## src/rtl/core/hough_circle_event_accumulator_macros.svh

```systemverilog
// Assertion macros for the Hough circle event accumulator.
// Included by the RTL files that carry concurrent checks; needs clk_i and rst_ni in scope.
`ifndef HOUGH_CIRCLE_EVENT_ACCUMULATOR_MACROS_SVH
`define HOUGH_CIRCLE_EVENT_ACCUMULATOR_MACROS_SVH
`ifndef NO_ASSERTIONS
// same-cycle implication
`define HCEA_ASSERT_IMP(lbl, ante, cons) \
  lbl: assert property (@(posedge clk_i) disable iff (!rst_ni) (ante) |-> (cons)) \
    else $error("hcea check failed");
// next-cycle implication
`define HCEA_ASSERT_NEXT(lbl, ante, cons) \
  lbl: assert property (@(posedge clk_i) disable iff (!rst_ni) (ante) |=> (cons)) \
    else $error("hcea check failed");
`else
`define HCEA_ASSERT_IMP(lbl, ante, cons)
`define HCEA_ASSERT_NEXT(lbl, ante, cons)
`endif
`endif

```

## src/rtl/core/hcea_pkg.sv

```systemverilog
// Shared types and constants for the Hough circle event accumulator.
// No dependencies.
package hcea_pkg;

  localparam int SENSOR_WIDTH  = 346;
  localparam int SENSOR_HEIGHT = 260;
  localparam int VOTE_BITS     = 16;
  localparam int CELL_COUNT    = SENSOR_WIDTH * SENSOR_HEIGHT;
  localparam int CELL_AW       = $clog2(CELL_COUNT);
  localparam logic [6:0] RADIUS_RESET = 7'd10;

  // tracer octant being walked
  typedef enum logic [2:0] {
    OCT_0, OCT_1, OCT_2, OCT_3, OCT_4, OCT_5, OCT_6, OCT_7
  } hcea_oct_e;

  typedef enum logic [2:0] {
    TRC_IDLE, TRC_SQ, TRC_INIT, TRC_RUN, TRC_SEC
  } hcea_trc_e;

  typedef enum logic [2:0] {
    ST_CLEAR, ST_IDLE, ST_TRACE, ST_PT, ST_ADDR, ST_RMW, ST_DONE
  } hcea_state_e;

  // tracer status towards the voting controller
  typedef struct packed {
    logic              busy;
    logic              pt_valid;
    logic              done;
    logic signed [9:0] x;
    logic signed [9:0] y;
  } hcea_trc_t;

endpackage

```

## src/rtl/core/hcea_tracer.sv

```systemverilog
// Midpoint circle stepper: walks eight octants and presents one offset pair per step.
// Depends on hcea_pkg.
module hcea_tracer (
  input  logic               clk_i,
  input  logic               rst_ni,
  input  logic               start_i,
  input  logic [6:0]         radius_i,
  input  logic               adv_i,
  output hcea_pkg::hcea_trc_t trc_o
);
  import hcea_pkg::*;

  typedef enum logic [1:0] {OP_XI, OP_XD, OP_YI, OP_YD} op_e;

  hcea_trc_e state_q, state_d;
  hcea_oct_e oct_q, oct_d;
  logic [6:0]         r_q;
  logic [13:0]        aa_q;
  logic signed [31:0] e_q, dx_q, dy_q, e_d, dx_d, dy_d;
  logic signed [9:0]  x_q, y_q, x_d, y_d;
  logic signed [31:0] a_s, k, e_new, test;
  logic               cond, sec_take, done;
  op_e                op;

  assign a_s = $signed(32'(aa_q));

  always_comb begin
    cond = 1'b0;
    op   = OP_XI;
    case (oct_q)
      OCT_0: cond = dy_q > dx_q;
      OCT_1: cond = dy_q > 0;
      OCT_2: cond = dy_q > -dx_q;
      OCT_3: cond = dx_q > 0;
      OCT_4: cond = (dy_q < dx_q) && (x_q > 0);
      OCT_5: cond = (dy_q < 0) && (x_q > 0);
      OCT_6: cond = (dy_q < -dx_q) && (x_q > 0);
      OCT_7: cond = (dy_q > 0) && (dx_q < 0) && (x_q > 0);
      default: cond = 1'b0;
    endcase
    if (state_q == TRC_SEC) begin
      case (oct_q)
        OCT_0, OCT_3: op = OP_XI;
        OCT_1, OCT_6: op = OP_YI;
        OCT_2, OCT_5: op = OP_YD;
        default:      op = OP_XD;
      endcase
    end else begin
      case (oct_q)
        OCT_0, OCT_7: op = OP_YI;
        OCT_1, OCT_2: op = OP_XI;
        OCT_3, OCT_4: op = OP_YD;
        default:      op = OP_XD;
      endcase
    end
  end

  always_comb begin
    case (op)
      OP_XI:   k = a_s - dy_q;
      OP_XD:   k = a_s + dy_q;
      OP_YI:   k = a_s + dx_q;
      default: k = a_s - dx_q;
    endcase
    e_new = e_q + k;
    test  = e_q + e_new;
    case (oct_q)
      OCT_0, OCT_2, OCT_4, OCT_6: sec_take = test > 0;
      default:                    sec_take = test < 0;
    endcase
  end

  always_comb begin
    state_d = state_q;
    oct_d   = oct_q;
    e_d = e_q; dx_d = dx_q; dy_d = dy_q; x_d = x_q; y_d = y_q;
    done = 1'b0;
    case (state_q)
      TRC_IDLE: if (start_i) state_d = TRC_SQ;
      TRC_SQ:   state_d = TRC_INIT;
      TRC_INIT: begin
        x_d  = '0;
        y_d  = $signed({3'b000, r_q});
        e_d  = '0;
        dy_d = '0;
        dx_d = $signed(32'({aa_q, 1'b0}) * 32'(r_q));
        oct_d   = OCT_0;
        state_d = TRC_RUN;
      end
      TRC_RUN: begin
        if (!cond) begin
          if (oct_q == OCT_7) begin
            done    = 1'b1;
            state_d = TRC_IDLE;
          end else begin
            oct_d = hcea_oct_e'(oct_q + 3'd1);
          end
        end else if (adv_i) begin
          state_d = TRC_SEC;
        end
      end
      TRC_SEC:  state_d = TRC_RUN;
      default:  state_d = TRC_IDLE;
    endcase
    // primary step on advance, conditional step in TRC_SEC
    if ((state_q == TRC_RUN && cond && adv_i) || (state_q == TRC_SEC && sec_take)) begin
      e_d = e_new;
      case (op)
        OP_XI: begin dy_d = dy_q - 2 * a_s; x_d = x_q + 10'sd1; end
        OP_XD: begin dy_d = dy_q + 2 * a_s; x_d = x_q - 10'sd1; end
        OP_YI: begin dx_d = dx_q + 2 * a_s; y_d = y_q + 10'sd1; end
        default: begin dx_d = dx_q - 2 * a_s; y_d = y_q - 10'sd1; end
      endcase
    end
  end

  assign trc_o.done     = done;
  assign trc_o.busy     = state_q != TRC_IDLE;
  assign trc_o.pt_valid = (state_q == TRC_RUN) && cond;
  assign trc_o.x        = x_q;
  assign trc_o.y        = y_q;

  always_ff @(posedge clk_i or negedge rst_ni) begin
    if (!rst_ni) begin
      state_q <= TRC_IDLE;
      oct_q   <= OCT_0;
    end else begin
      state_q <= state_d;
      oct_q   <= oct_d;
    end
  end

  always_ff @(posedge clk_i) begin
    if (start_i && state_q == TRC_IDLE) r_q <= radius_i;
    if (state_q == TRC_SQ) aa_q <= 14'(r_q) * 14'(r_q);
    e_q <= e_d; dx_q <= dx_d; dy_q <= dy_d; x_q <= x_d; y_q <= y_d;
  end

endmodule

```

## config.mk

```make
export PLATFORM = sky130hd
export DESIGN_NAME = hcea_tracer
export DESIGN_NICKNAME = d
export VERILOG_FILES = /design/src/rtl/core/hough_circle_event_accumulator_macros.svh /design/src/rtl/core/hcea_pkg.sv /design/src/rtl/core/hcea_tracer.sv
export SDC_FILE = /design/constraint.sdc
export NUM_CORES = 1
export LEC_CHECK = 0
export BUFFER_PORTS_ARGS = -buffer_cell sky130_fd_sc_hd__buf_2
export CAP_MARGIN = 20
export CORE_ASPECT_RATIO = 0.7
export CORE_MARGIN = 2
export CORE_UTILIZATION = 45
export DETAILED_ROUTE_END_ITERATION = 8
export PLACE_DENSITY = 0.68
export SLEW_MARGIN = 20
export SYNTH_ARGS = -nofsm -noshare
export SYNTH_HDL_FRONTEND = slang
export SYNTH_SLANG_ARGS = --single-unit
```

## constraint.sdc

```tcl
create_clock -name clk_i -period 12.7 [get_ports clk_i]
set_input_delay 1.27 -clock clk_i [delete_from_list [all_inputs] [get_ports clk_i]]
set_output_delay 1.27 -clock clk_i [all_outputs]
set_load 0.05 [all_outputs]
```

==> flow_summary.toml, run 1 <==
[detailed_routing]
vias_per_cell = 5.93
drt_iter0_drc = 1847
wirelength_microns = 64400
via_count = 19200
post_drt_wl_per_cell_microns = 19.8
final_antenna_net_count = 0
drc = 0
drt_pass1_iterations = 9

[logic_synthesis]
ys.flop_type = "dfxtp_1"
yosys.area_share.simple = 0.200
ys_top_cells_by_count = "ha_1 (290), nor2_1 (240), nand2_1 (236)"
synth.mux.area_fraction = 0.0430
synth_compound_area_frac = 0.186
yosysWarnings = 0
async_flop_share = 0.0423
mappedNetlistArea_sq_um = 21100
synthAdderAreaFrac = 0.244
yosysTopAreaCell = "ha_1"
synth_top_family_by_area = "adder cells"
netlist_top_cells_area = "ha_1 (17%), xnor2_1 (8.3%), dfxtp_1 (7.8%)"
synth_cell_types = 96
synthXorXnorAreaFrac = 0.113
synth-seq-area-share = 0.161
synth_edf_count = 54
synth_seq_cells = 142
syn_inst = 2633
synth_top_area_frac = 0.172
syn_area_per_cell_sq_um = 8.03
synth_most_common_cell = "ha_1"

[global_route]
track_usage = 0.265
grt_pass1_wl_microns = 102000
grt_pass1_vias = 18400
grt-ovfl-total = 0
grt_max_degree = 66
antenna_found_initial = 1

[setup_path]
crit_slowest_cell = "ha_2"
max_stage_delay_ns = 0.60
critPathBufInv = 7
cp_common_cell = "a21oi_1"
crit_family = "compound AO/OA/AOI/OAI gates"
cp.arrival_ns = 12.29
critPathKind = "register to register"
setup.worst_path.start_class = "register"
path_max_fanout = 36
end_kind = "register"
required_ns = 13.05

[floorplanning]
dieWidth_microns = 263
row_count = 66
dieArea_sq_um = 48800
start_util = 0.456
die_h_microns = 185
coreArea_sq_um = 46400
num_io_pins = 34

[timing]
worst_pin_slew_ns = 1.01
finalClockSkew_ns = 0.0155
hold_violations = 0
setup_violations = 0
rsz0062_at_grt = "false"
min_period_ns = 11.94
setup_tns_ns = 0
timing.slew.headroom = 0.328
period_share = 0.940
final_max_slew_viol_count = 0
clock.fmax_mhz = 83.8

[finish]
layout.nets = 2996
area_growth_pct = 6.54
utilization = 0.485
nFillCells = 4486
diodes = 0
multi_input_area_sq_um = 16700
drive_gt1_frac = 0.0528
seqCellArea_sq_um = 3410

[run]
max-cap-violations = 0

[clock_tree]
cts_htree_levels = 4
cts_setup_buffers = 0
cts.path.max_buffers = 2
clkTransAtPathRegs_ns = 0.08
clkSinkCount = 142
cts_made_buffers = 17
cts_root_buffer = "clkbuf_16"
clk_latency_ns = 0.47
cts_tree = "built"

[worst_hold_path]
hold_class = "register to register"

[placement]
place_hpwl_microns = 50900
port-buffer-count = 33
gp_congestion = 0.999

[run_status]
outcome = "complete, no violations"
==> worst register-to-register path, delay by kind of cell, from the launching register on <==
family | cells | cell delay (ns)
AOI/OAI and AO/OA | 20 | 5.29
and+or+nand+nor | 12 | 2.39
adders and majority gates | 4 | 1.62
buffers and inverters | 7 | 1.29
xor gates and xnor gates | 3 | 0.42
DFF | 1 | 0.42
muxes | 1 | 0.37
==> placed cells by master (no fill, tap or decap), types with 27 or more instances in the layout <==
cell type	Yosys	final
a21oi_1	203	203
dfxtp_1	82	82
nand2b_1	31	31
inv_1	186	186
xnor2_1	201	200
edfxtp_1	54	54
a21o_1	83	83
mux2i_1	83	83
fa_1	76	76
nor3_1	59	57
nand4_1	27	27
o21bai_1	39	39
nand2_1	236	235
ha_1	290	289
o21ai_0	107	107
nor2_1	240	240
nand3_1	43	43
buf_2	9	33
and2_1	87	86
xor2_1	68	67
==> registers in the layout, summed over array words and instances, names as in the netlist <==
register / count
oct_q: 3
state_q: 3
y_q: 10
aa_q: 13
x_q: 10
e_q: 32
r_q: 7
dy_q: 32
dx_q: 32
==> through the flow <==
step           hold slack (ns)  cell area, sq um  worst slack [ns]  instances
2_1_floorplan            0.464             21200              2.41       2634
3_3_place_gp             0.454             21900              1.25       3212
3_5_place_dp             0.458             21900             0.700       3212
4_1_cts                  0.477             22500             0.686       3244
5_1_grt                  0.508             22500            0.0344       3244
6_report                 0.479             22500             0.765       3244
==> routing by layer <==
layer	up-vias	share of wire	GRT usage
li1	9260	-	-
met1	9216	0.49	0.398
met2	699	0.39	0.375
met3	65	0.093	0.0674
met4	0	0.018	0.0606
met5	-	0	0
==> area by class of cell <==
type,instances,area share
Clock inverter,14,0.00739
Tap cell,612,0.0340
Sequential cell,142,0.151
Inverter,189,0.0315
Clock buffer,18,0.0200
Timing Repair Buffer,57,0.0159
Multi-Input combinational cell,2212,0.740
==> kinds of logic (layout without fill, tap and decap cells) <==
logic type                 count (synthesis)  after routing
AOI/OAI and AO/OA                        618            618
xor gates and xnor gates                 270            270
adders and majority gates                366            366
buffers and inverters                    280            278
DFF                                      142            142
muxes                                     90             90
other                                      2              3
and+or+nand+nor                          865            865
==> path summary, 6_finish.rpt <==
path | from | end | slack (ns) | depth (start not counted)
hold / removal | y_q[9] | y_q[9] | 0.48 | 1
min in group asynchronous | rst_ni | state_q[1] | 0.62 | 1
max in group asynchronous | rst_ni | state_q[2] | 11.92 | 1
setup reg to reg | oct_q[0] | dx_q[2] | 0.76 | 47
hold reg to reg | y_q[9] | y_q[9] | 0.48 | 1
setup / recovery | oct_q[0] | dx_q[2] | 0.76 | 47
==> timing repair <==
action / 4_1_cts / 5_1_grt
resized for setup: 0 / 2
hold buffers: 0 / 0
endpoints found under the hold margin: 0 / 0
endpoints found under the setup margin: 0 / 15
Power of run 1 is not shown: default switching activity piles up to over one toggle a cycle in this logic, so the estimate is an artifact.
==> inputs of run 2 (changes only) <==
ABC_AREA = 1   (was default)
==> run 2 against run 1 <==
  * Routed wire length is 9.4% higher
  * Design area is 8.1% higher
  * Clock-buffer cell count stayed put
  * Register-to-register slack better by 0.86 ns
  * Sequential cell count stayed put
  * Non-clock buffer count is 8 higher
  * Utilization is 0.47 points lower
==> flow_summary.toml, run 2 <==
[floorplanning]
num_io_pins = 34
dieWidth_microns = 274
start_util = 0.455
row_count = 69
die_h_microns = 193
coreArea_sq_um = 50700
dieArea_sq_um = 53100

[detailed_routing]
drt_pass1_iterations = 6
vias_per_cell = 5.45
drt_iter0_drc = 2396
wirelength_microns = 70400
final_antenna_net_count = 0
drc = 0
post_drt_wl_per_cell_microns = 16.6
via_count = 23100

[clock_tree]
cts_hold_buf = 0
cts_root_buffer = "clkbuf_16"
cts_htree_levels = 4
cts_resized = 0
cts_setup_buffers = 0
cts_tree = "built"
clkSinkCount = 142
cts.path.max_buffers = 2
clkTransAtPathRegs_ns = 0.08
clk_latency_ns = 0.48
cts_made_buffers = 17

[logic_synthesis]
synth_seq_cells = 142
async_flop_share = 0.0423
mappedNetlistArea_sq_um = 23000
synth-seq-area-share = 0.148
yosysTopAreaCell = "nand2_1"
synth_most_common_cell = "nand2_1"
ys_top_cells_by_count = "nand2_1 (1002), inv_1 (481), ha_1 (290)"
syn_inst = 3589
synth_top_area_frac = 0.163
syn_area_per_cell_sq_um = 6.42
ys.flop_type = "dfxtp_1"
synth_cell_types = 59
synth_edf_count = 54
yosysWarnings = 0
netlist_top_cells_area = "nand2_1 (16%), ha_1 (16%), inv_1 (7.8%)"

[finish]
layout.nets = 3934
utilization = 0.481
diodes = 0
area_growth_pct = 5.73
drive_gt1_frac = 0.0451
layout_common_cells = "nand2_1 (1001), inv_1 (480), ha_1 (290), nor2_1 (250), o21ai_0 (239)"
layout_commonest_cell = "nand2_1"
top_regs = "dx_q x32, dy_q x32, e_q x32"

[timing]
hold_violations = 0
clock.fmax_mhz = 90.3
setup_tns_ns = 0
final_max_slew_viol_count = 0
min_period_ns = 11.08
rsz0062_at_grt = "false"
setup_violations = 0
worst_slack_ns = 1.62
finalClockSkew_ns = 0.0161
period_share = 0.872
timing.slew.headroom = 0.269
worst_pin_slew_ns = 1.09

[worst_hold_path]
hold_start = "oct_q[1]"
hold_class = "register to register"
worst_hold_path.num_cells = 2
hold_end = "oct_q[1]"

[setup_path]
worstSetupStartpoint = "oct_q[0]"
end_kind = "register"
r2r_cells = 51
max_stage_delay_ns = 0.75
rr_endpoint = "e_q[3]"
critPathBufInv = 7
setup.worst_path.start_class = "register"
cp_common_cell = "nand2_1"
critPathKind = "register to register"
rr_startpoint = "oct_q[0]"
required_ns = 12.87
cp.arrival_ns = 11.24
ff2ff_setup_slack_ns = 1.62
crit_slowest_cell = "buf_4"
crit_family = "compound AO/OA/AOI/OAI gates"
path_max_fanout = 75

[placement]
gp_congestion = 1.01
dp_slack_ns = 1.98
port-buffer-count = 33
place_hpwl_microns = 54700

[global_route]
grt_pass1_vias = 20800
antenna_found_initial = 1
track_usage = 0.268
grt_pass1_wl_microns = 115000
grt_max_degree = 92
grt-ovfl-total = 0

[run_status]
outcome = "complete, no violations"

[run]
max-cap-violations = 0
-- run 2: cell types whose count changed after synthesis, moves of 49 or more --
cell	change
o21ai_0	+132
nand3_1	+191
a21o_1	-68
xnor2_1	-136
mux2i_1	-83
nand2_1	+766
inv_1	+295
xor2_1	+49
and2_1	-85
-- run 2: cells by family after synthesis --
family,share of synthesized area
and+or+nand+nor,0.300
AOI/OAI and AO/OA,0.154
buffers and inverters,0.104
adders and majority gates,0.223
xor gates and xnor gates,0.0692
DFF,0.148
other,0.000326
-- run 2: worst max-delay path by stage --
| stage | to | cells past startpoint |
|---|---|---|
| 2_1_floorplan | e_q[0] | 52 |
| 3_3_place_gp | dy_q[0] | 53 |
| 3_5_place_dp | e_q[3] | 51 |
| 4_1_cts | e_q[3] | 51 |
| 5_1_grt | e_q[3] | 51 |
| 6_report | e_q[3] | 51 |
-- run 2: worst register-to-register path, delay by kind of cell (launching register included) --
kind            cells  cell delay (ns)
simple gates       23             3.22
flops               1             0.40
buf+inv             7             2.22
fa+ha+maj           4             1.30
compound gates     15             3.31
xor+xnor            2             0.32
-- run 2: per-stage QoR --
step	instances	hold WS (ns)	instance area, sq um
final	4244	0.561	24400
after global routing	4244	0.593	24400
after CTS	4244	0.561	24400
after detailed placement	4212	0.543	23800
after global placement	4212	0.531	23800
after floorplan	3590	0.492	23000
-- run 2: cell type report --
cell class / instances / area (sq um)
clock buffers: 18 / 429
clock inverters: 14 / 149
fillers: 5242 / 26300
inverters: 492 / 1850
multi-input cells: 2839 / 17300
flip-flops and latches: 142 / 3410
well taps: 674 / 843
repair buffers: 65 / 418
-- run 2: per-layer routing --
| layer | global-route usage | vias to the layer above | part of all wire |
|---|---|---|---|
| met5 | 0 | - | 0 |
| li1 | - | 11700 | - |
| met3 | 0.0531 | 54 | 0.098 |
| met2 | 0.359 | 874 | 0.38 |
| met4 | 0.0407 | 0 | 0.012 |
| met1 | 0.435 | 10500 | 0.51 |
Power of run 2 is left out for the same reason.
